<file path="src/sv/ubx_pkg.sv">
`timescale 1ns / 1ps
// ----------------------------------------------------------------------------
// ubx_pkg
// shared types, constants and codes of the ubx frame receiver
// ----------------------------------------------------------------------------
package ubx_pkg;

    localparam int MAX_PAYLOAD = 512;
    localparam int CNT_W       = $clog2(MAX_PAYLOAD + 1);
    localparam int IDX_W       = 9;
    localparam int LIMIT_W     = 10;
    localparam int ADDR_W      = 4;
    localparam int DATA_W      = 32;

    localparam logic [7:0]         SYNC_FIRST_RST   = 8'hB5;
    localparam logic [7:0]         SYNC_SECOND_RST  = 8'h62;
    localparam logic [LIMIT_W-1:0] LENGTH_LIMIT_RST = LIMIT_W'(512);

    // register indexes
    localparam logic [1:0] REG_SYNC_FIRST   = 2'd0;
    localparam logic [1:0] REG_SYNC_SECOND  = 2'd1;
    localparam logic [1:0] REG_LENGTH_LIMIT = 2'd2;

    // status codes
    localparam logic [1:0] ST_INCOMPLETE = 2'd0;
    localparam logic [1:0] ST_REJECT     = 2'd1;
    localparam logic [1:0] ST_VALID      = 2'd2;

    // error codes
    localparam logic [1:0] ERR_NONE     = 2'd0;
    localparam logic [1:0] ERR_OVERFLOW = 2'd1;
    localparam logic [1:0] ERR_CHECKSUM = 2'd2;

    // frame phases
    localparam logic [3:0] PH_SYNC1   = 4'd0;
    localparam logic [3:0] PH_SYNC2   = 4'd1;
    localparam logic [3:0] PH_CLASS   = 4'd2;
    localparam logic [3:0] PH_ID      = 4'd3;
    localparam logic [3:0] PH_LEN1    = 4'd4;
    localparam logic [3:0] PH_LEN2    = 4'd5;
    localparam logic [3:0] PH_PAYLOAD = 4'd6;
    localparam logic [3:0] PH_CK1     = 4'd7;
    localparam logic [3:0] PH_CK2     = 4'd8;

    typedef struct packed {
        logic [7:0]         sync_first;
        logic [7:0]         sync_second;
        logic [LIMIT_W-1:0] length_limit;
    } cfg_t;

    typedef struct packed {
        logic [1:0]       status;
        logic [1:0]       error_kind;
        logic             payload_valid;
        logic [IDX_W-1:0] payload_index;
        logic [7:0]       payload_byte;
        logic [7:0]       message_class;
        logic [7:0]       message_id;
        logic [15:0]      message_length;
        logic [31:0]      frames_received;
        logic [31:0]      overflow_count;
        logic [31:0]      checksum_error_count;
    } result_t;

endpackage

</file>
<file path="src/sv/ubx_frame_receiver_core.sv">
`timescale 1ns / 1ps
// ----------------------------------------------------------------------------
// ubx_frame_receiver_core
// ubx binary frame deframer with running fletcher-8 checksum
// ----------------------------------------------------------------------------
// Takes one serial byte per request and returns one result per byte. The
// block sustains one byte per clock while out_stall does not hold the output
// register: a byte sits in the input register, the frame state and checksum
// are updated from it, and the result lands in the output register. The input
// register can take a new byte while its previous byte moves on to the output
// register. Configure sync bytes and length limit over apb only while no byte
// is in flight.
// ----------------------------------------------------------------------------
module ubx_frame_receiver_core (
    input  logic                       clk,
    input  logic                       rst_n,
    input  logic                       psel,
    input  logic                       penable,
    input  logic                       pwrite,
    input  logic [ubx_pkg::ADDR_W-1:0] paddr,
    input  logic [ubx_pkg::DATA_W-1:0] pwdata,
    output logic [ubx_pkg::DATA_W-1:0] prdata,
    output logic                       pready,
    input  logic                       in_valid,
    output logic                       in_stall,
    input  logic [7:0]                 rx_byte,
    output logic                       out_valid,
    input  logic                       out_stall,
    output logic [1:0]                 status,
    output logic [1:0]                 error_kind,
    output logic                       payload_valid,
    output logic [8:0]                 payload_index,
    output logic [7:0]                 payload_byte,
    output logic [7:0]                 message_class,
    output logic [7:0]                 message_id,
    output logic [15:0]                message_length,
    output logic [31:0]                frames_received,
    output logic [31:0]                overflow_count,
    output logic [31:0]                checksum_error_count
);
    import ubx_pkg::*;

    cfg_t    cfg;
    result_t result;

    logic       in_valid_reg, in_valid_next;
    logic [7:0] in_byte_reg;
    logic       out_valid_reg, out_valid_next;
    result_t    out_reg;
    logic       out_free;
    logic       advance;
    logic       accept;

    ubx_cfg_regs u_cfg (
        .clk     (clk),
        .rst_n   (rst_n),
        .psel    (psel),
        .penable (penable),
        .pwrite  (pwrite),
        .paddr   (paddr),
        .pwdata  (pwdata),
        .prdata  (prdata),
        .pready  (pready),
        .cfg     (cfg)
    );

    ubx_parser u_parser (
        .clk     (clk),
        .rst_n   (rst_n),
        .advance (advance),
        .byte_in (in_byte_reg),
        .cfg     (cfg),
        .result  (result)
    );

    assign out_free = !out_valid_reg || !out_stall;
    assign advance  = in_valid_reg && out_free;
    assign in_stall = in_valid_reg && !out_free;
    assign accept   = in_valid && !in_stall;

    assign in_valid_next  = accept ? 1'b1 : (advance ? 1'b0 : in_valid_reg);
    assign out_valid_next = advance ? 1'b1 : (out_stall ? out_valid_reg : 1'b0);

    always_ff @(posedge clk or negedge rst_n)
    begin
        if (!rst_n)
        begin
            in_valid_reg  <= 1'b0;
            out_valid_reg <= 1'b0;
        end
        else
        begin
            in_valid_reg  <= in_valid_next;
            out_valid_reg <= out_valid_next;
        end
    end

    always_ff @(posedge clk)
    begin
        if (accept)
            in_byte_reg <= rx_byte;
        if (advance)
            out_reg <= result;
    end

    assign out_valid            = out_valid_reg;
    assign status               = out_reg.status;
    assign error_kind           = out_reg.error_kind;
    assign payload_valid        = out_reg.payload_valid;
    assign payload_index        = out_reg.payload_index;
    assign payload_byte         = out_reg.payload_byte;
    assign message_class        = out_reg.message_class;
    assign message_id           = out_reg.message_id;
    assign message_length       = out_reg.message_length;
    assign frames_received      = out_reg.frames_received;
    assign overflow_count       = out_reg.overflow_count;
    assign checksum_error_count = out_reg.checksum_error_count;

endmodule

</file>
<file path="src/sv/ubx_cfg_regs.sv">
`timescale 1ns / 1ps
// ----------------------------------------------------------------------------
// ubx_cfg_regs
// apb register file for sync bytes and payload length limit
// ----------------------------------------------------------------------------
module ubx_cfg_regs (
    input  logic                       clk,
    input  logic                       rst_n,
    input  logic                       psel,
    input  logic                       penable,
    input  logic                       pwrite,
    input  logic [ubx_pkg::ADDR_W-1:0] paddr,
    input  logic [ubx_pkg::DATA_W-1:0] pwdata,
    output logic [ubx_pkg::DATA_W-1:0] prdata,
    output logic                       pready,
    output ubx_pkg::cfg_t              cfg
);
    import ubx_pkg::*;

    logic [7:0]         sync_first_reg;
    logic [7:0]         sync_second_reg;
    logic [LIMIT_W-1:0] length_limit_reg;
    logic               wr_en;
    logic [1:0]         reg_index;

    assign pready    = 1'b1;
    assign wr_en     = psel && penable && pwrite;
    assign reg_index = paddr[3:2];

    always_ff @(posedge clk or negedge rst_n)
    begin
        if (!rst_n)
        begin
            sync_first_reg   <= SYNC_FIRST_RST;
            sync_second_reg  <= SYNC_SECOND_RST;
            length_limit_reg <= LENGTH_LIMIT_RST;
        end
        else if (wr_en)
        begin
            unique case (reg_index)
                REG_SYNC_FIRST:   sync_first_reg   <= pwdata[7:0];
                REG_SYNC_SECOND:  sync_second_reg  <= pwdata[7:0];
                REG_LENGTH_LIMIT: length_limit_reg <= pwdata[LIMIT_W-1:0];
                default:          ;
            endcase
        end
    end

    always_comb
    begin
        unique case (reg_index)
            REG_SYNC_FIRST:   prdata = DATA_W'(sync_first_reg);
            REG_SYNC_SECOND:  prdata = DATA_W'(sync_second_reg);
            REG_LENGTH_LIMIT: prdata = DATA_W'(length_limit_reg);
            default:          prdata = '0;
        endcase
    end

    assign cfg.sync_first   = sync_first_reg;
    assign cfg.sync_second  = sync_second_reg;
    assign cfg.length_limit = length_limit_reg;

endmodule

</file>
<file path="src/sv/ubx_parser.sv">
`timescale 1ns / 1ps
// ----------------------------------------------------------------------------
// ubx_parser
// frame state, running fletcher-8 checksum and counters, one byte per cycle while advance is high
// ----------------------------------------------------------------------------
module ubx_parser (
    input  logic             clk,
    input  logic             rst_n,
    input  logic             advance,
    input  logic [7:0]       byte_in,
    input  ubx_pkg::cfg_t    cfg,
    output ubx_pkg::result_t result
);
    import ubx_pkg::*;

    logic [3:0]       phase_reg,     phase_next;
    logic [7:0]       class_reg,     class_next;
    logic [7:0]       id_reg,        id_next;
    logic [15:0]      length_reg,    length_next;
    logic [CNT_W-1:0] count_reg,     count_next;
    logic [7:0]       sum_a_reg,     sum_a_next;
    logic [7:0]       sum_b_reg,     sum_b_next;
    logic [7:0]       rsum_a_reg,    rsum_a_next;
    logic [31:0]      good_reg,      good_next;
    logic [31:0]      ovf_reg,       ovf_next;
    logic [31:0]      ckerr_reg,     ckerr_next;

    logic [7:0]       add_a;
    logic [7:0]       add_b;
    logic [7:0]       init_a;
    logic [15:0]      limit;
    logic [15:0]      len_full;
    logic [CNT_W-1:0] count_inc;
    logic [1:0]       status;
    logic [1:0]       error_kind;
    logic             pv;

    assign add_a     = sum_a_reg + byte_in;
    assign add_b     = sum_b_reg + add_a;
    assign init_a    = byte_in;
    assign len_full  = {byte_in, length_reg[7:0]};
    assign count_inc = count_reg + CNT_W'(1);
    assign limit     = (16'(cfg.length_limit) > 16'(MAX_PAYLOAD)) ?
                       16'(MAX_PAYLOAD) : 16'(cfg.length_limit);

    always_comb
    begin
        phase_next  = phase_reg;
        class_next  = class_reg;
        id_next     = id_reg;
        length_next = length_reg;
        count_next  = count_reg;
        sum_a_next  = sum_a_reg;
        sum_b_next  = sum_b_reg;
        rsum_a_next = rsum_a_reg;
        good_next   = good_reg;
        ovf_next    = ovf_reg;
        ckerr_next  = ckerr_reg;
        status      = ST_INCOMPLETE;
        error_kind  = ERR_NONE;
        pv          = 1'b0;

        unique case (phase_reg)
            PH_SYNC1:
            begin
                if (byte_in == cfg.sync_first)
                    phase_next = PH_SYNC2;
                else
                    status = ST_REJECT;
            end
            PH_SYNC2:
            begin
                if (byte_in == cfg.sync_second)
                    phase_next = PH_CLASS;
                else
                begin
                    phase_next = PH_SYNC1;
                    status     = ST_REJECT;
                end
            end
            PH_CLASS:
            begin
                class_next = byte_in;
                sum_a_next = init_a;
                sum_b_next = init_a;
                phase_next = PH_ID;
            end
            PH_ID:
            begin
                id_next    = byte_in;
                sum_a_next = add_a;
                sum_b_next = add_b;
                phase_next = PH_LEN1;
            end
            PH_LEN1:
            begin
                length_next = {8'h00, byte_in};
                sum_a_next  = add_a;
                sum_b_next  = add_b;
                phase_next  = PH_LEN2;
            end
            PH_LEN2:
            begin
                length_next = len_full;
                sum_a_next  = add_a;
                sum_b_next  = add_b;
                count_next  = '0;
                if (len_full > limit)
                begin
                    ovf_next   = ovf_reg + 32'd1;
                    status     = ST_REJECT;
                    error_kind = ERR_OVERFLOW;
                    phase_next = PH_SYNC1;
                end
                else if (len_full == 16'd0)
                    phase_next = PH_CK1;
                else
                    phase_next = PH_PAYLOAD;
            end
            PH_PAYLOAD:
            begin
                sum_a_next = add_a;
                sum_b_next = add_b;
                pv         = 1'b1;
                count_next = count_inc;
                if (16'(count_inc) >= length_reg)
                    phase_next = PH_CK1;
            end
            PH_CK1:
            begin
                rsum_a_next = byte_in;
                phase_next  = PH_CK2;
            end
            PH_CK2:
            begin
                if (rsum_a_reg == sum_a_reg && byte_in == sum_b_reg)
                begin
                    good_next = good_reg + 32'd1;
                    status    = ST_VALID;
                end
                else
                begin
                    ckerr_next = ckerr_reg + 32'd1;
                    status     = ST_REJECT;
                    error_kind = ERR_CHECKSUM;
                end
                phase_next = PH_SYNC1;
            end
            default:
            begin
                phase_next = PH_SYNC1;
                status     = ST_REJECT;
            end
        endcase
    end

    always_ff @(posedge clk or negedge rst_n)
    begin
        if (!rst_n)
        begin
            phase_reg  <= PH_SYNC1;
            class_reg  <= '0;
            id_reg     <= '0;
            length_reg <= '0;
            count_reg  <= '0;
            sum_a_reg  <= '0;
            sum_b_reg  <= '0;
            rsum_a_reg <= '0;
            good_reg   <= '0;
            ovf_reg    <= '0;
            ckerr_reg  <= '0;
        end
        else if (advance)
        begin
            phase_reg  <= phase_next;
            class_reg  <= class_next;
            id_reg     <= id_next;
            length_reg <= length_next;
            count_reg  <= count_next;
            sum_a_reg  <= sum_a_next;
            sum_b_reg  <= sum_b_next;
            rsum_a_reg <= rsum_a_next;
            good_reg   <= good_next;
            ovf_reg    <= ovf_next;
            ckerr_reg  <= ckerr_next;
        end
    end

    assign result.status               = status;
    assign result.error_kind           = error_kind;
    assign result.payload_valid        = pv;
    assign result.payload_index        = pv ? IDX_W'(count_reg) : '0;
    assign result.payload_byte         = pv ? byte_in : 8'h00;
    assign result.message_class        = class_next;
    assign result.message_id           = id_next;
    assign result.message_length       = length_next;
    assign result.frames_received      = good_next;
    assign result.overflow_count       = ovf_next;
    assign result.checksum_error_count = ckerr_next;

endmodule

</file>
<file path="config.mk">
export PLATFORM = sky130hd
export DESIGN_NAME = ubx_frame_receiver_core
export DESIGN_NICKNAME = d
export VERILOG_FILES = /design/src/sv/ubx_pkg.sv /design/src/sv/ubx_frame_receiver_core.sv /design/src/sv/ubx_cfg_regs.sv /design/src/sv/ubx_parser.sv
export SDC_FILE = /design/constraint.sdc
export NUM_CORES = 1
export LEC_CHECK = 0
export ABC_AREA = 1
export BUFFER_PORTS_ARGS = -buffer_cell sky130_fd_sc_hd__buf_4
export CAP_MARGIN = 20
export CORE_ASPECT_RATIO = 1.2
export CORE_MARGIN = 1.5
export CORE_UTILIZATION = 60
export DETAILED_ROUTE_END_ITERATION = 6
export PLACE_DENSITY_LB_ADDON = 0.25
export SYNTH_ARGS = -nofsm -noshare
export SYNTH_HDL_FRONTEND = slang
export SYNTH_HIERARCHICAL = 1
export SYNTH_SLANG_ARGS = --single-unit
</file>
<file path="constraint.sdc">
create_clock -name clk -period 18.5 [get_ports clk]
set_input_delay 1.85 -clock clk [delete_from_list [all_inputs] [get_ports clk]]
set_output_delay 1.85 -clock clk [all_outputs]
set_load 0.01 [all_outputs]
</file>
== Word level (Yosys, flattened, before mapping) ==
Index checks and enable logic that the tools add are counted.
Widths: inputs -> output; s select.

* Logic and storage cells: 112
* Bits in registers: 352
* Input bits: 51

* $lt $le $gt $ge: 3
* Reduce and logical (&&, ||, !) cells: 26
* Add/sub/neg operators: 6
* Eq/ne operators: 17
* Muxes and demuxes: 32

{| class="wikitable"
|+ Operators by type and width
! operator !! number
|-
| $mux 32 || 6
|-
| $add 32x1->32 const B || 3
|-
| $eq 8x8->1 || 4
|-
| $pmux 16 s2 || 1
|-
| $pmux 4 s8 || 1
|-
| $pmux 8 s2 || 2
|-
| $pmux 10 s3 || 1
|-
| $pmux 10 s2 || 1
|-
| $add 8x8->8 || 2
|-
| $eq 4x3->1 const B || 4
|-
| $ge 10x16->1 || 1
|-
| $gt 16x16->1 || 1
|-
| $logic_not 16->1 || 1
|-
| $mux 8 || 2
|-
| $mux 4 || 3
|-
| $reduce_and 2->1 || 6
|-
| $add 10x1->10 const B || 1
|-
| $gt 10x10->1 const B || 1
|-
| $mux 10 || 1
|-
| $pmux 2 s5 || 1
|-
| $mux 1 || 9
|-
| $eq 4x2->1 const B || 2
|-
| $logic_and 1x1->1 || 6
|-
| $mux 2 || 3
|-
| other kinds (14) || 21
|}

== Logic depth before layout (Yosys ltp) ==
Gate-level depths: netlist of the first run.

* Depth after elaboration: 7
* Depth in mapped cells: 19
* Depth with buffers taken out: 18

== Hierarchy ==
The synthesis of the first run kept the hierarchy.

{| class="wikitable"
|+ By module, submodules not included
! module !! cells each !! area each (um^2) !! instances
|-
| ubx_parser || 2282 || 13614.3 || 1
|-
| ubx_frame_receiver_core || 170 || 4839.6 || 1
|-
| ubx_cfg_regs || 183 || 1437.6 || 1
|}

== Worst setup path after synthesis of the first run ==
No wires, ideal clock.

* Path type: input-to-reg
* Start point: input out_stall
* End point: register u_parser.rsum_a_reg[6]
* Data arrival time: 11.102 ns
* Stages: 5
* Path slack: 7.267 ns
* Path buffers: 1
* Cells stage by stage: a21oi_1 nand4_1 clkbuf_1 nand2_1 o21ai_0

* Word-level cells in the longest chain between the ends: 4

{| class="wikitable"
|+ RTL lines
! item !! RTL line !! text
|-
| start: declaration || ubx_frame_receiver_core.sv:28 || <nowiki>input logic out_stall,</nowiki>
|-
| $logic_not 1->1 || ubx_frame_receiver_core.sv:76 || <nowiki>assign out_free = !out_valid_reg || !out_stall;</nowiki>
|-
| $logic_or 1x1->1 || ubx_frame_receiver_core.sv:76 ||
|-
| $logic_and 1x1->1 || ubx_frame_receiver_core.sv:77 || <nowiki>assign advance = in_valid_reg && out_free;</nowiki>
|-
| $reduce_and 2->1 (no line) || -- ||
|-
| end signal: assignment || ubx_parser.sv:182 || <nowiki>rsum_a_reg <= rsum_a_next;</nowiki>
|-
| end: declaration || ubx_parser.sv:23 || <nowiki>logic [7:0] rsum_a_reg, rsum_a_next;</nowiki>
|}

No other way between the ends.
A chain may end at the register's enable or synchronous reset.

== Worst setup path in the final report of the first run ==
* Start point: input paddr[2] in the netlist's numbering
* End point: output prdata[7] in the netlist's numbering

* Word-level cells in the longest chain between the ends: 2

{| class="wikitable"
|+ RTL lines
! item !! RTL line !! text
|-
| start: declaration || ubx_frame_receiver_core.sv:20 || <nowiki>input logic [ubx_pkg::ADDR_W-1:0] paddr,</nowiki>
|-
| $eq 2x2->1 (tied with other cells) || ubx_cfg_regs.sv:51 || <nowiki>unique case (reg_index)</nowiki>
|-
| $pmux 10 s3 (*) || ubx_cfg_regs.sv:51 ||
|-
| end: declaration || ubx_frame_receiver_core.sv:22 || <nowiki>output logic [ubx_pkg::DATA_W-1:0] prdata,</nowiki>
|}

Mark *: on every way between the ends. The rest lies on a longest branch, timed or not.

==> impl_metrics.prom, run 1 <==
# TYPE chip_impl_metric gauge
chip_impl_metric{name="clk_transition_reported_paths",unit="ns"} 0.06
chip_impl_info{name="cts_tree",value="done"} 1
chip_impl_metric{name="peakVddDrop",unit="uV"} 64.35
chip_impl_metric{name="synth_cells",unit=""} 2635
chip_impl_metric{name="synth_area",unit="um^2"} 19890
chip_impl_metric{name="number_of_antenna_violations_at_the_first_check_in_global_routing",unit=""} 0
chip_impl_metric{name="post_route_cells_drive_above_1_share",unit="%"} 11.67
chip_impl_metric{name="cts_hold_repair.buffers",unit=""} 0
chip_impl_info{name="crit_path_start",value="paddr[2]"} 1
chip_impl_metric{name="bufs_on_longest_clock_path",unit=""} 3
chip_impl_metric{name="initial_core_utilization",unit="%"} 61.33
chip_impl_metric{name="via_count",unit=""} 17500
chip_impl_info{name="layout_commonest_cell",value="sky130_fd_sc_hd__nand2_1"} 1
chip_impl_metric{name="routedWlPerCell",unit="um"} 15.89
chip_impl_metric{name="worst_clock_skew",unit="ns"} 0.01234
chip_impl_metric{name="grt_use_met1",unit="%"} 38.38
chip_impl_metric{name="postLayoutCoreUtil",unit="%"} 69.54
chip_impl_metric{name="gr-total-overflow",unit=""} 0
chip_impl_metric{name="final_net_count",unit=""} 2875
chip_impl_metric{name="tns",unit="ns"} 0
chip_impl_metric{name="final_cells",unit=""} 3217
chip_impl_metric{name="grt_pass1_wl",unit="um"} 83270
chip_impl_metric{name="grt_max_degree",unit=""} 204
chip_impl_metric{name="postCtsSetupRepairBufs",unit=""} 0
chip_impl_info{name="worstHoldPathType",value="register to register"} 1
chip_impl_metric{name="routed_wl",unit="um"} 51120
chip_impl_metric{name="min_path_cells",unit=""} 2
chip_impl_metric{name="detail_route.drc_violations",unit=""} 0
chip_impl_info{name="grt_setup_unrepaired",value="no"} 1
chip_impl_metric{name="num-fill-cells",unit=""} 2620
chip_impl_info{name="worstHoldEndpoint",value="u_cfg/sync_first_reg[5]"} 1
chip_impl_metric{name="globalRouteMet3Util",unit="%"} 4.464
chip_impl_metric{name="asyncSetResetFlopFracSynth",unit="%"} 55.11
chip_impl_metric{name="synth_cell_types",unit=""} 47
chip_impl_metric{name="ys.warnings.count",unit=""} 6
chip_impl_metric{name="cts_max_level",unit=""} 2
chip_impl_metric{name="minimum_clock_period_after_layout",unit="ns"} 4.589
chip_impl_metric{name="synth_sequential_area_ratio",unit="%"} 48.31
chip_impl_metric{name="floorplan.rows",unit=""} 72
chip_impl_metric{name="postSynthAreaPerCell",unit="um^2"} 7.549
chip_impl_metric{name="dieWidth",unit="um"} 169.2
chip_impl_info{name="critical_path.reg2reg.startpoint",value="u_cfg/length_limit_reg[2]"} 1
chip_impl_metric{name="crit_path_max_fanout",unit=""} 9
chip_impl_info{name="final_cell_mix",value="sky130_fd_sc_hd__nand2_1 (1281), sky130_fd_sc_hd__nor2_1 (226), sky130_fd_sc_hd__buf_4 (195)"} 1
chip_impl_info{name="worstSetupStartpointType",value="primary input"} 1
chip_impl_info{name="postSynth.topFlopCell",value="sky130_fd_sc_hd__dfrtp_1"} 1
chip_impl_metric{name="max_freq",unit="MHz"} 217.9
chip_impl_metric{name="routabilityCongestion",unit=""} 0.9320
chip_impl_metric{name="timing.max_slew.rel_slack",unit="%"} 28.82
chip_impl_info{name="grt_most_used_layer",value="met2"} 1
chip_impl_info{name="run_status",value="complete, no violations"} 1
chip_impl_metric{name="count_of_port_buffers_added_during_placement",unit=""} 188
chip_impl_metric{name="top_level_ports",unit=""} 236
chip_impl_metric{name="synth_enable_flop_cells",unit=""} 158
chip_impl_metric{name="pre_repair_dr_iteration_count",unit=""} 6
chip_impl_metric{name="vias_cell",unit=""} 5.439
chip_impl_metric{name="clock_sinks",unit=""} 352
chip_impl_metric{name="timing_worst_slew_pin_value",unit="ns"} 1.068
chip_impl_info{name="rr_endpoint",value="overflow_count[22]"} 1
chip_impl_metric{name="dp_hpwl",unit="um"} 35080
chip_impl_metric{name="grt_pass1_vias",unit=""} 16890
chip_impl_metric{name="drt_iter0_drc",unit=""} 1750
chip_impl_metric{name="antenna_violation_net_count_after_detailed_routing",unit=""} 0
chip_impl_metric{name="timing.max_cap.violations",unit=""} 0
chip_impl_info{name="critical_path.endpoint_type",value="output port"} 1
chip_impl_info{name="clockRootBuffer",value="sky130_fd_sc_hd__clkbuf_16"} 1
chip_impl_metric{name="r2r_cells",unit=""} 15
chip_impl_metric{name="insertedDiodeCount",unit=""} 0
chip_impl_metric{name="r2r_slack",unit="ns"} 15.00
chip_impl_metric{name="dp.cells",unit=""} 3152
chip_impl_metric{name="final-setup-viol-count",unit=""} 0
chip_impl_info{name="criticalPathCategory",value="primary input to output port"} 1
chip_impl_metric{name="grt_util_all_layers",unit="%"} 30.30
chip_impl_metric{name="die-height",unit="um"} 202.5
chip_impl_metric{name="power_per_cell_area",unit="nW/um^2"} 91.87
chip_impl_metric{name="crit_required",unit="ns"} 16.65
chip_impl_metric{name="die_area",unit="um^2"} 34260
chip_impl_metric{name="finalMaxSlewViolations",unit=""} 0
chip_impl_metric{name="ys_seq_elements",unit=""} 352
chip_impl_metric{name="layout_worst_path_cycle_share",unit="%"} 24.81
chip_impl_metric{name="syn2layout_area_growth",unit="%"} 13.39
chip_impl_metric{name="worstPathArrival",unit="ns"} 2.74
chip_impl_metric{name="global_route.usage.met2",unit="%"} 52.40
chip_impl_metric{name="power.static_leakage",unit="nW"} 10.89
chip_impl_metric{name="cts.repair.resized",unit=""} 0
chip_impl_metric{name="tritoncts.num_buffers",unit=""} 36
chip_impl_metric{name="core_region_area",unit="um^2"} 32430
chip_impl_metric{name="number_of_hold_slack_violations_in_the_final_timing_report",unit=""} 0
chip_impl_metric{name="source_to_sink_clock_delay_at_the_later_pin_of_the_worst_skew_pair",unit="ns"} 0.53
chip_impl_info{name="hp-start",value="u_cfg/sync_first_reg[5]"} 1
## routing by layer
metal  vias to the layer above  share of wire [%]
li1                       8562                  -
met1                      8163                 41
met2                       654                 49
met3                       117                6.9
met4                         0                3.4
met5                         -                  0
## logic make-up (layout without fill, tap and decap cells)
logic type               Yosys count  count (layout)  synth area share (%)
AND/OR/NAND/NOR                 1752            1752                 36.14
flip-flops                       352             352                 48.31
buffers and inverters            290             444                 6.460
AO/OA/AOI/OAI                    139             139                 3.818
XOR/XNOR                          60              60                 2.642
adder cells (fa/ha/maj)           40              40                 2.592
other                              2              23               0.03775
## report_power, final
group          switching (W)  total, W  internal [W]
combinational       0.000258  0.000410      0.000153
sequential         0.0000600  0.000955      0.000895
clock               0.000301  0.000706      0.000406
## through the flow
stage | area, um^2 | setup slack, ns | hold WS, ns | power [W]
after floorplan | 19970 | 7.267 | 0.4493 | 0.001240
after global placement | 21400 | 13.76 | 0.4615 | 0.001355
after detailed placement | 21400 | 13.73 | 0.4649 | 0.001373
after CTS | 22530 | 13.94 | 0.4787 | 0.002077
after global routing | 22550 | 13.85 | 0.5014 | 0.002170
final | 22550 | 13.91 | 0.4785 | 0.002072
## cell usage after synthesis, drive strengths merged, types with 4 or more instances
cell type	instances	area [um^2]
edfxtp	158	4745
inv	182	685.7
buf	53	392.9
a21oi	30	153.9
nor4	4	25.02
nand3	121	628.1
nand2	1313	5039
dfstp	9	236.5
and2	13	81.33
xnor2	23	201.4
xor2	37	324.1
o21ai	72	360.3
a22oi	4	30.03
o22ai	15	93.84
clkbuf	55	206.5
nor2	240	993.4
dfrtp	185	4629
nand3b	33	247.7
nand4	16	100.1
ha	38	475.5
a31oi	11	68.82
nor3	10	61.31
## final cells by class
cell class	instances	area [um^2]	share of cell area, %
inverter	182	686.9	3.046
tap	407	509.2	2.258
clock inverter	12	88.84	0.3939
multi-input combinational	2014	9091	40.31
sequential	352	9610	42.61
clock buffer	52	1042	4.621
timing repair buffer	198	1525	6.762
## worst max path at each step
stage	end	slack [ns]
finish	prdata[7]	13.91
global placement	u_parser/sum_a_reg[2]	13.76
global route	prdata[3]	13.85
CTS	prdata[3]	13.94
floorplan	u_parser/rsum_a_reg[6]	7.27
detailed placement	u_parser/sum_a_reg[6]	13.73
## worst max-delay path: stages
cell and delay (ns):
sky130_fd_sc_hd__buf_4 0.13, sky130_fd_sc_hd__nor2_2 0.39, sky130_fd_sc_hd__nand2_1 0.11, sky130_fd_sc_hd__nand3_1 0.13, sky130_fd_sc_hd__buf_4 0.13
(Power assumes the default switching activity.)
==> run 2: changes to the inputs <==
CORE_UTILIZATION = 59   (was 60)
clock period = 4.5 ns   (was 18.5 ns; I/O delays follow)
==> run 2 against run 1 <==
Via count increased by 0.15%; register-to-register slack got worse by 14 ns; power increased to 4.2 times the previous value; sequential power increased to 4.1 times the previous value; largest cell class unchanged; clock power increased to 4.4 times the previous value; sequential cell count unchanged; utilization decreased by 1.1 points; first-iteration DRC count decreased by 21%; worst setup slack got worse by 13 ns; critical path depth increased by 8; cell count increased by 1.6%; critical endpoint is now overflow_count[22].
==> impl_metrics.prom, run 2 (synthesis gave the netlist of run 1 again) <==
# TYPE chip_impl_metric gauge
chip_impl_info{name="run_status",value="complete, no violations"} 1
chip_impl_metric{name="gr-total-overflow",unit=""} 0
chip_impl_metric{name="dieWidth",unit="um"} 170.6
chip_impl_metric{name="tns",unit="ns"} 0
chip_impl_metric{name="finalPower",unit="W"} 0.008711
chip_impl_metric{name="post_route_cells_drive_above_1_share",unit="%"} 11.64
chip_impl_info{name="rr_endpoint",value="overflow_count[22]"} 1
chip_impl_info{name="crit_path_start",value="u_cfg/length_limit_reg[2]"} 1
chip_impl_metric{name="timing.max_cap.violations",unit=""} 0
chip_impl_metric{name="top_level_ports",unit=""} 236
chip_impl_metric{name="layout_worst_path_cycle_share",unit="%"} 77.15
chip_impl_metric{name="max_freq",unit="MHz"} 288.0
chip_impl_info{name="crit_path_end",value="overflow_count[22]"} 1
chip_impl_metric{name="num-fill-cells",unit=""} 2787
chip_impl_metric{name="drt_iter0_drc",unit=""} 1388
chip_impl_info{name="final_cell_mix",value="sky130_fd_sc_hd__nand2_1 (1281), sky130_fd_sc_hd__nor2_1 (226), sky130_fd_sc_hd__buf_4 (199)"} 1
chip_impl_metric{name="die_area",unit="um^2"} 34830
chip_impl_metric{name="detail_route.drc_violations",unit=""} 0
chip_impl_info{name="layout_commonest_cell",value="sky130_fd_sc_hd__nand2_1"} 1
chip_impl_metric{name="antenna_violation_net_count_after_detailed_routing",unit=""} 0
chip_impl_metric{name="cts_max_level",unit=""} 2
chip_impl_metric{name="tritoncts.num_buffers",unit=""} 37
chip_impl_metric{name="minimum_clock_period_after_layout",unit="ns"} 3.472
chip_impl_metric{name="dp_hpwl",unit="um"} 35430
chip_impl_metric{name="r2r_slack",unit="ns"} 1.03
chip_impl_metric{name="slowest_stage_delay_on_critical_path",unit="ns"} 0.51
chip_impl_metric{name="pre_repair_dr_iteration_count",unit=""} 6
chip_impl_info{name="cp_cell_sequence",value="nor4_1, a31oi_1, inv_1, nand2_1, ha_1, nand2_1, nor2_1, nand3_1, nand2_2, nand2_4, nor2_4, nand3_1, and2_1"} 1
chip_impl_metric{name="initial_core_utilization",unit="%"} 59.99
chip_impl_metric{name="grt_util_all_layers",unit="%"} 30.19
chip_impl_metric{name="routabilityCongestion",unit=""} 0.9568
chip_impl_metric{name="area.sequential",unit="um^2"} 9610
chip_impl_info{name="grt_setup_unrepaired",value="no"} 1
chip_impl_info{name="critical_path.reg2reg.startpoint",value="u_cfg/length_limit_reg[2]"} 1
chip_impl_metric{name="hold_ws",unit="ns"} 0.09010
chip_impl_metric{name="core_region_area",unit="um^2"} 33160
chip_impl_info{name="clockRootBuffer",value="sky130_fd_sc_hd__clkbuf_16"} 1
chip_impl_metric{name="grt_pass1_wl",unit="um"} 83300
chip_impl_metric{name="source_to_sink_clock_delay_at_the_later_pin_of_the_worst_skew_pair",unit="ns"} 0.54
chip_impl_metric{name="worstPathArrival",unit="ns"} 3.76
chip_impl_info{name="criticalPathCategory",value="register to register"} 1
chip_impl_metric{name="crit_required",unit="ns"} 4.79
chip_impl_metric{name="timing_worst_slew_pin_value",unit="ns"} 1.028
chip_impl_metric{name="die-height",unit="um"} 204.1
chip_impl_info{name="cts_tree",value="done"} 1
chip_impl_metric{name="grt_max_degree",unit=""} 161
chip_impl_metric{name="vias_cell",unit=""} 5.363
chip_impl_metric{name="bufs_on_longest_clock_path",unit=""} 3
chip_impl_metric{name="final-setup-viol-count",unit=""} 0
chip_impl_metric{name="number_of_antenna_violations_at_the_first_check_in_global_routing",unit=""} 0
chip_impl_metric{name="power.static_leakage",unit="nW"} 10.94
chip_impl_metric{name="routed_wl",unit="um"} 51790
chip_impl_metric{name="clock_sinks",unit=""} 352
chip_impl_info{name="worstHoldPathType",value="primary input to register"} 1
chip_impl_metric{name="final_net_count",unit=""} 2880
chip_impl_metric{name="postCtsSetupRepairBufs",unit=""} 0
chip_impl_metric{name="grt_pass1_vias",unit=""} 16810
chip_impl_metric{name="dp.cells",unit=""} 3199
chip_impl_metric{name="power_per_cell_area",unit="nW/um^2"} 383.6
chip_impl_metric{name="via_count",unit=""} 17520
chip_impl_metric{name="multiInputGateArea",unit="um^2"} 9091
chip_impl_metric{name="number_of_hold_slack_violations_in_the_final_timing_report",unit=""} 0
chip_impl_info{name="worstSetupStartpointType",value="register"} 1
chip_impl_info{name="critical_path_cell_with_the_highest_stage_delay",value="sky130_fd_sc_hd__nor2_4"} 1
chip_impl_metric{name="syn2layout_area_growth",unit="%"} 14.15
chip_impl_metric{name="clk_transition_reported_paths",unit="ns"} 0.06
chip_impl_metric{name="finalMaxSlewViolations",unit=""} 0
chip_impl_metric{name="routedWlPerCell",unit="um"} 15.85
chip_impl_metric{name="final_cells",unit=""} 3267
chip_impl_metric{name="worst_clock_skew",unit="ns"} 0.01014
chip_impl_metric{name="crit_path_max_fanout",unit=""} 21
chip_impl_metric{name="cts.repair.resized",unit=""} 0
chip_impl_info{name="critical_path.endpoint_type",value="register"} 1
chip_impl_metric{name="floorplan.rows",unit=""} 73
chip_impl_metric{name="count_of_port_buffers_added_during_placement",unit=""} 188
chip_impl_metric{name="timing.max_slew.rel_slack",unit="%"} 30.92
chip_impl_metric{name="peakVddDrop",unit="uV"} 351.2
chip_impl_metric{name="insertedDiodeCount",unit=""} 0
chip_impl_metric{name="r2r_cells",unit=""} 13
-- run 2: cell type report --
| class | count | area share (%) |
|---|---|---|
| clock buffers | 50 | 4.568 |
| clock inverters | 17 | 0.7935 |
| inverters | 182 | 3.025 |
| multi-input cells | 2014 | 40.04 |
| flip-flops and latches | 352 | 42.32 |
| well taps | 450 | 2.480 |
| repair buffers | 202 | 6.772 |
-- run 2: critical path, delay by kind of cell, from the launching register on --
family | cells | cell delay (ns)
adder cells (fa/ha/maj) | 1 | 0.30
AO/OA/AOI/OAI | 1 | 0.11
flip-flops | 1 | 0.42
buffers and inverters | 1 | 0.17
AND/OR/NAND/NOR | 10 | 2.23
-- run 2: worst min-delay path by stage --
stage	start	end	slack [ns]	depth (start not counted)
after floorplan	rst_n	in_valid_reg	0.15	0
after global placement	u_parser/id_reg[2]	u_parser/id_reg[2]	0.46	2
after detailed placement	u_parser/id_reg[0]	u_parser/id_reg[0]	0.46	2
after CTS	rx_byte[0]	in_byte_reg[0]	0.07	1
after global routing	rx_byte[0]	in_byte_reg[0]	0.08	1
final	rx_byte[0]	in_byte_reg[0]	0.09	1
-- run 2: power breakdown --
group          internal (W)  total (W)  switching, W
clock               0.00184    0.00310       0.00125
sequential          0.00368    0.00393      0.000246
combinational      0.000628    0.00169       0.00106
total               0.00615    0.00871       0.00256
-- run 2: what timing repair did --
item	in CTS	in global routing
hold endpoints to repair	14	0
endpoints found under the setup margin	0	0
hold buffers	1	0
-- run 2: per-layer routing --
layer / global-route usage, % / vias up / share of wire [%]
li1: - / 8569 / -
met4: 11.50 / 0 / 3.3
met3: 3.873 / 114 / 5.6
met5: 0 / - / 0
met1: 38.62 / 8231 / 42
met2: 52.17 / 608 / 49
-- run 2: metrics by stage --
| step | worst slack, ns | instance area, um^2 | utilization, % |
|---|---|---|---|
| after floorplan | 0.2475 | 19980 | - |
| after global placement | 1.129 | 21480 | 64.78 |
| after detailed placement | 1.056 | 21480 | 64.78 |
| after CTS | 1.019 | 22710 | 68.49 |
| after global routing | 0.7028 | 22710 | 68.49 |
| final | 1.028 | 22710 | 68.49 |
==> run 3: changes to the inputs <==
clock period = 3.42 ns   (was 4.5 ns; I/O delays follow)
==> run 3 against run 2 <==
First-iteration DRC count rose by 9.6%; via count rose by 0.40%; register-to-register slack got worse by 0.61 ns; combinational power rose by 32%; utilization rose by 1.2 points; clock skew rose by 0.013 ns.
==> impl_metrics.prom, run 3 (synthesis gave the netlist of run 1 again) <==
# TYPE chip_impl_metric gauge
chip_impl_metric{name="post_route_cells_drive_above_1_share",unit="%"} 12.72
chip_impl_info{name="worstSetupStartpointType",value="register"} 1
chip_impl_metric{name="r2r_slack",unit="ns"} 0.42
chip_impl_metric{name="routed_wl",unit="um"} 51280
chip_impl_info{name="final_cell_mix",value="sky130_fd_sc_hd__nand2_1 (1281), sky130_fd_sc_hd__nor2_1 (226), sky130_fd_sc_hd__buf_4 (215)"} 1
chip_impl_metric{name="vias_cell",unit=""} 5.337
chip_impl_metric{name="postLayoutCoreUtil",unit="%"} 69.66
chip_impl_metric{name="power.share.switching",unit="%"} 28.93
chip_impl_metric{name="final-setup-viol-count",unit=""} 0
chip_impl_metric{name="timing.max_cap.violations",unit=""} 0
chip_impl_metric{name="clock_sinks",unit=""} 352
chip_impl_metric{name="die-height",unit="um"} 204.1
chip_impl_metric{name="bufs_on_longest_clock_path",unit=""} 3
chip_impl_metric{name="floorplan.rows",unit=""} 73
chip_impl_info{name="hp-start",value="pwdata[5]"} 1
chip_impl_metric{name="standard_cell_area_after_detailed_placement",unit="um^2"} 21680
chip_impl_metric{name="dp_hpwl",unit="um"} 35960
chip_impl_metric{name="crit_path_max_fanout",unit=""} 17
chip_impl_metric{name="final_net_count",unit=""} 2909
chip_impl_metric{name="timing_worst_slew_pin_value",unit="ns"} 0.9722
chip_impl_info{name="cts_tree",value="done"} 1
chip_impl_metric{name="number_of_hold_slack_violations_in_the_final_timing_report",unit=""} 0
chip_impl_metric{name="critPathBufInv",unit=""} 1
chip_impl_info{name="crit_top_cell",value="sky130_fd_sc_hd__nand2_1"} 1
chip_impl_metric{name="pre_cts_slack",unit="ns"} 0.4724
chip_impl_metric{name="core_region_area",unit="um^2"} 33160
chip_impl_metric{name="num-fill-cells",unit=""} 2762
chip_impl_metric{name="slowest_stage_delay_on_critical_path",unit="ns"} 0.41
chip_impl_metric{name="source_to_sink_clock_delay_at_the_later_pin_of_the_worst_skew_pair",unit="ns"} 0.54
chip_impl_metric{name="count_of_port_buffers_added_during_placement",unit=""} 188
chip_impl_info{name="grt_setup_unrepaired",value="no"} 1
chip_impl_metric{name="number_of_antenna_violations_at_the_first_check_in_global_routing",unit=""} 0
chip_impl_metric{name="minimum_clock_period_after_layout",unit="ns"} 2.999
chip_impl_metric{name="clk_transition_reported_paths",unit="ns"} 0.06
chip_impl_metric{name="pre_repair_dr_iteration_count",unit=""} 7
chip_impl_metric{name="timing.max_slew.rel_slack",unit="%"} 34.69
chip_impl_metric{name="r2r_cells",unit=""} 14
chip_impl_metric{name="grt_pass1_vias",unit=""} 16980
chip_impl_info{name="critical_path.endpoint_type",value="register"} 1
chip_impl_info{name="cp_cell_sequence",value="nor4_1, a31oi_1, inv_1, nand2_1, ha_1, nand2_1, nor2_1, nand2_1, nor2_1, nor2_1, nor2_4, nand2_1, nand2_1, nand2_1"} 1
chip_impl_info{name="clockRootBuffer",value="sky130_fd_sc_hd__clkbuf_16"} 1
chip_impl_metric{name="power_per_cell_area",unit="nW/um^2"} 507.9
chip_impl_metric{name="power.static_leakage",unit="nW"} 11.13
chip_impl_metric{name="syn2layout_area_growth",unit="%"} 16.11
chip_impl_metric{name="worstPathArrival",unit="ns"} 3.27
chip_impl_metric{name="share_comb_of_total_power",unit="%"} 19.0
chip_impl_metric{name="die_area",unit="um^2"} 34830
chip_impl_metric{name="grt_max_degree",unit=""} 119
chip_impl_metric{name="grt_util_all_layers",unit="%"} 30.30
chip_impl_metric{name="cts_max_level",unit=""} 2
chip_impl_metric{name="final_design_area_no_fill",unit="um^2"} 23100
chip_impl_metric{name="grt_pass1_wl",unit="um"} 84130
chip_impl_metric{name="insertedDiodeCount",unit=""} 0
chip_impl_metric{name="final_cells",unit=""} 3296
chip_impl_metric{name="detail_route.drc_violations",unit=""} 0
chip_impl_info{name="critical_path_cell_with_the_highest_stage_delay",value="sky130_fd_sc_hd__dfrtp_1"} 1
chip_impl_metric{name="max_freq",unit="MHz"} 333.5
chip_impl_metric{name="peakVddDrop",unit="uV"} 415.7
chip_impl_metric{name="dieWidth",unit="um"} 170.6
chip_impl_metric{name="tritoncts.num_buffers",unit=""} 37
chip_impl_metric{name="cts.repair.resized",unit=""} 0
chip_impl_metric{name="sequentialPowerShare",unit="%"} 44.0
chip_impl_metric{name="via_count",unit=""} 17590
chip_impl_metric{name="finalMaxSlewViolations",unit=""} 0
chip_impl_metric{name="dp.cells",unit=""} 3218
chip_impl_info{name="run_status",value="complete, no violations"} 1
chip_impl_metric{name="routabilityCongestion",unit=""} 0.9204
chip_impl_metric{name="postCtsSetupRepairBufs",unit=""} 0
chip_impl_metric{name="worst_slack",unit="ns"} 0.4211
chip_impl_metric{name="initial_core_utilization",unit="%"} 59.99
chip_impl_metric{name="worst_clock_skew",unit="ns"} 0.02269
chip_impl_metric{name="cellInternalPower",unit="W"} 0.008337
chip_impl_info{name="layout_commonest_cell",value="sky130_fd_sc_hd__nand2_1"} 1
chip_impl_metric{name="layout_worst_path_cycle_share",unit="%"} 87.69
chip_impl_info{name="critical_path.reg2reg.startpoint",value="u_cfg/length_limit_reg[2]"} 1
chip_impl_info{name="criticalPathCategory",value="register to register"} 1
chip_impl_info{name="crit_path_start",value="u_cfg/length_limit_reg[2]"} 1
chip_impl_metric{name="gr-total-overflow",unit=""} 0
chip_impl_metric{name="routedWlPerCell",unit="um"} 15.56
chip_impl_metric{name="crit_required",unit="ns"} 3.69
chip_impl_metric{name="share_clk_of_total_power",unit="%"} 37.0
chip_impl_info{name="worstHoldPathType",value="primary input to register"} 1
chip_impl_metric{name="multiInputGateArea",unit="um^2"} 9106
chip_impl_metric{name="top_level_ports",unit=""} 236
chip_impl_info{name="rr_endpoint",value="overflow_count[1]"} 1
chip_impl_info{name="path_delay_family",value="simple AND/OR/NAND/NOR gates"} 1
chip_impl_metric{name="area.sequential",unit="um^2"} 9612
chip_impl_metric{name="min_path_cells",unit=""} 3
chip_impl_metric{name="drt_iter0_drc",unit=""} 1521
chip_impl_metric{name="antenna_violation_net_count_after_detailed_routing",unit=""} 0
chip_impl_info{name="worstHoldEndpoint",value="u_cfg/sync_first_reg[5]"} 1
chip_impl_metric{name="netSwitchingPower",unit="W"} 0.003394
==> run 3: cell count changes in the layout (fill, tap and decap cells not counted), moves of 3 or more <==
cell	before	now
sky130_fd_sc_hd__clkinv_1	7	0
sky130_fd_sc_hd__a21oi_1	28	24
sky130_fd_sc_hd__clkbuf_1	9	6
sky130_fd_sc_hd__buf_4	199	215
sky130_fd_sc_hd__clkinv_2	6	10
sky130_fd_sc_hd__o21ai_0	68	51
sky130_fd_sc_hd__o21ai_1	4	21
sky130_fd_sc_hd__a21oi_2	1	5
sky130_fd_sc_hd__buf_12	1	4
sky130_fd_sc_hd__dlygate4sd3_1	1	11
sky130_fd_sc_hd__bufinv_16	4	7
==> run 3: final cells by class <==
class	count	share of cell area [%]
multi-input cells	2014	39.43
well taps	450	2.438
inverters	182	2.974
repair buffers	231	7.871
flip-flops and latches	352	41.62
clock inverters	20	1.279
clock buffers	47	4.394
==> run 3: metal layers <==
metal  GRT usage (%)  vias to the layer above  part of all wire, %
met1           37.86                     8191                   41
met2           52.99                      647                   50
met3           4.125                      117                  6.1
met4           11.95                        0                  3.3
li1                -                     8637                    -
met5               0                        -                    0
==> run 3: worst max path at each step <==
stage,end,slack [ns],cells past startpoint
2_1_floorplan,u_parser/rsum_a_reg[6],-0.77,5
3_5_place_dp,overflow_count[1],0.47,14
6_report,overflow_count[1],0.42,14
3_3_place_gp,overflow_count[1],0.49,14
5_1_grt,overflow_count[1],0.20,14
4_1_cts,overflow_count[1],0.45,14
==> run 3: tightest hold or removal path: cells and delay by family <==
family        cells  cell delay [ns]
buf+inv           1             0.12
simple gates      2             0.10
==> run 3: stage by stage <==
step	hold WS [ns]	power (W)	setup TNS, ns
floorplan	0.04641	0.006690	-114.23
global placement	0.4615	0.007345	0
detailed placement	0.4652	0.007432	0
CTS	0.002095	0.01178	0
global route	0.01633	0.01230	0
finish	0.02341	0.01173	0
==> run 3: what timing repair did <==
| action | CTS | global route |
|---|---|---|
| endpoints found under the hold margin | 96 | 0 |
| setup endpoints to repair | 0 | 0 |
| hold buffers | 11 | 0 |
==> run 3: power groups by stage <==
stage                     logic [W]  registers (W)  clock network [W]
after detailed placement    0.00220        0.00524                  0
after CTS                   0.00222        0.00516            0.00440
after global routing        0.00252        0.00520            0.00457
final                       0.00223        0.00517            0.00433
after global placement      0.00212        0.00522                  0
after floorplan             0.00148        0.00521                  0
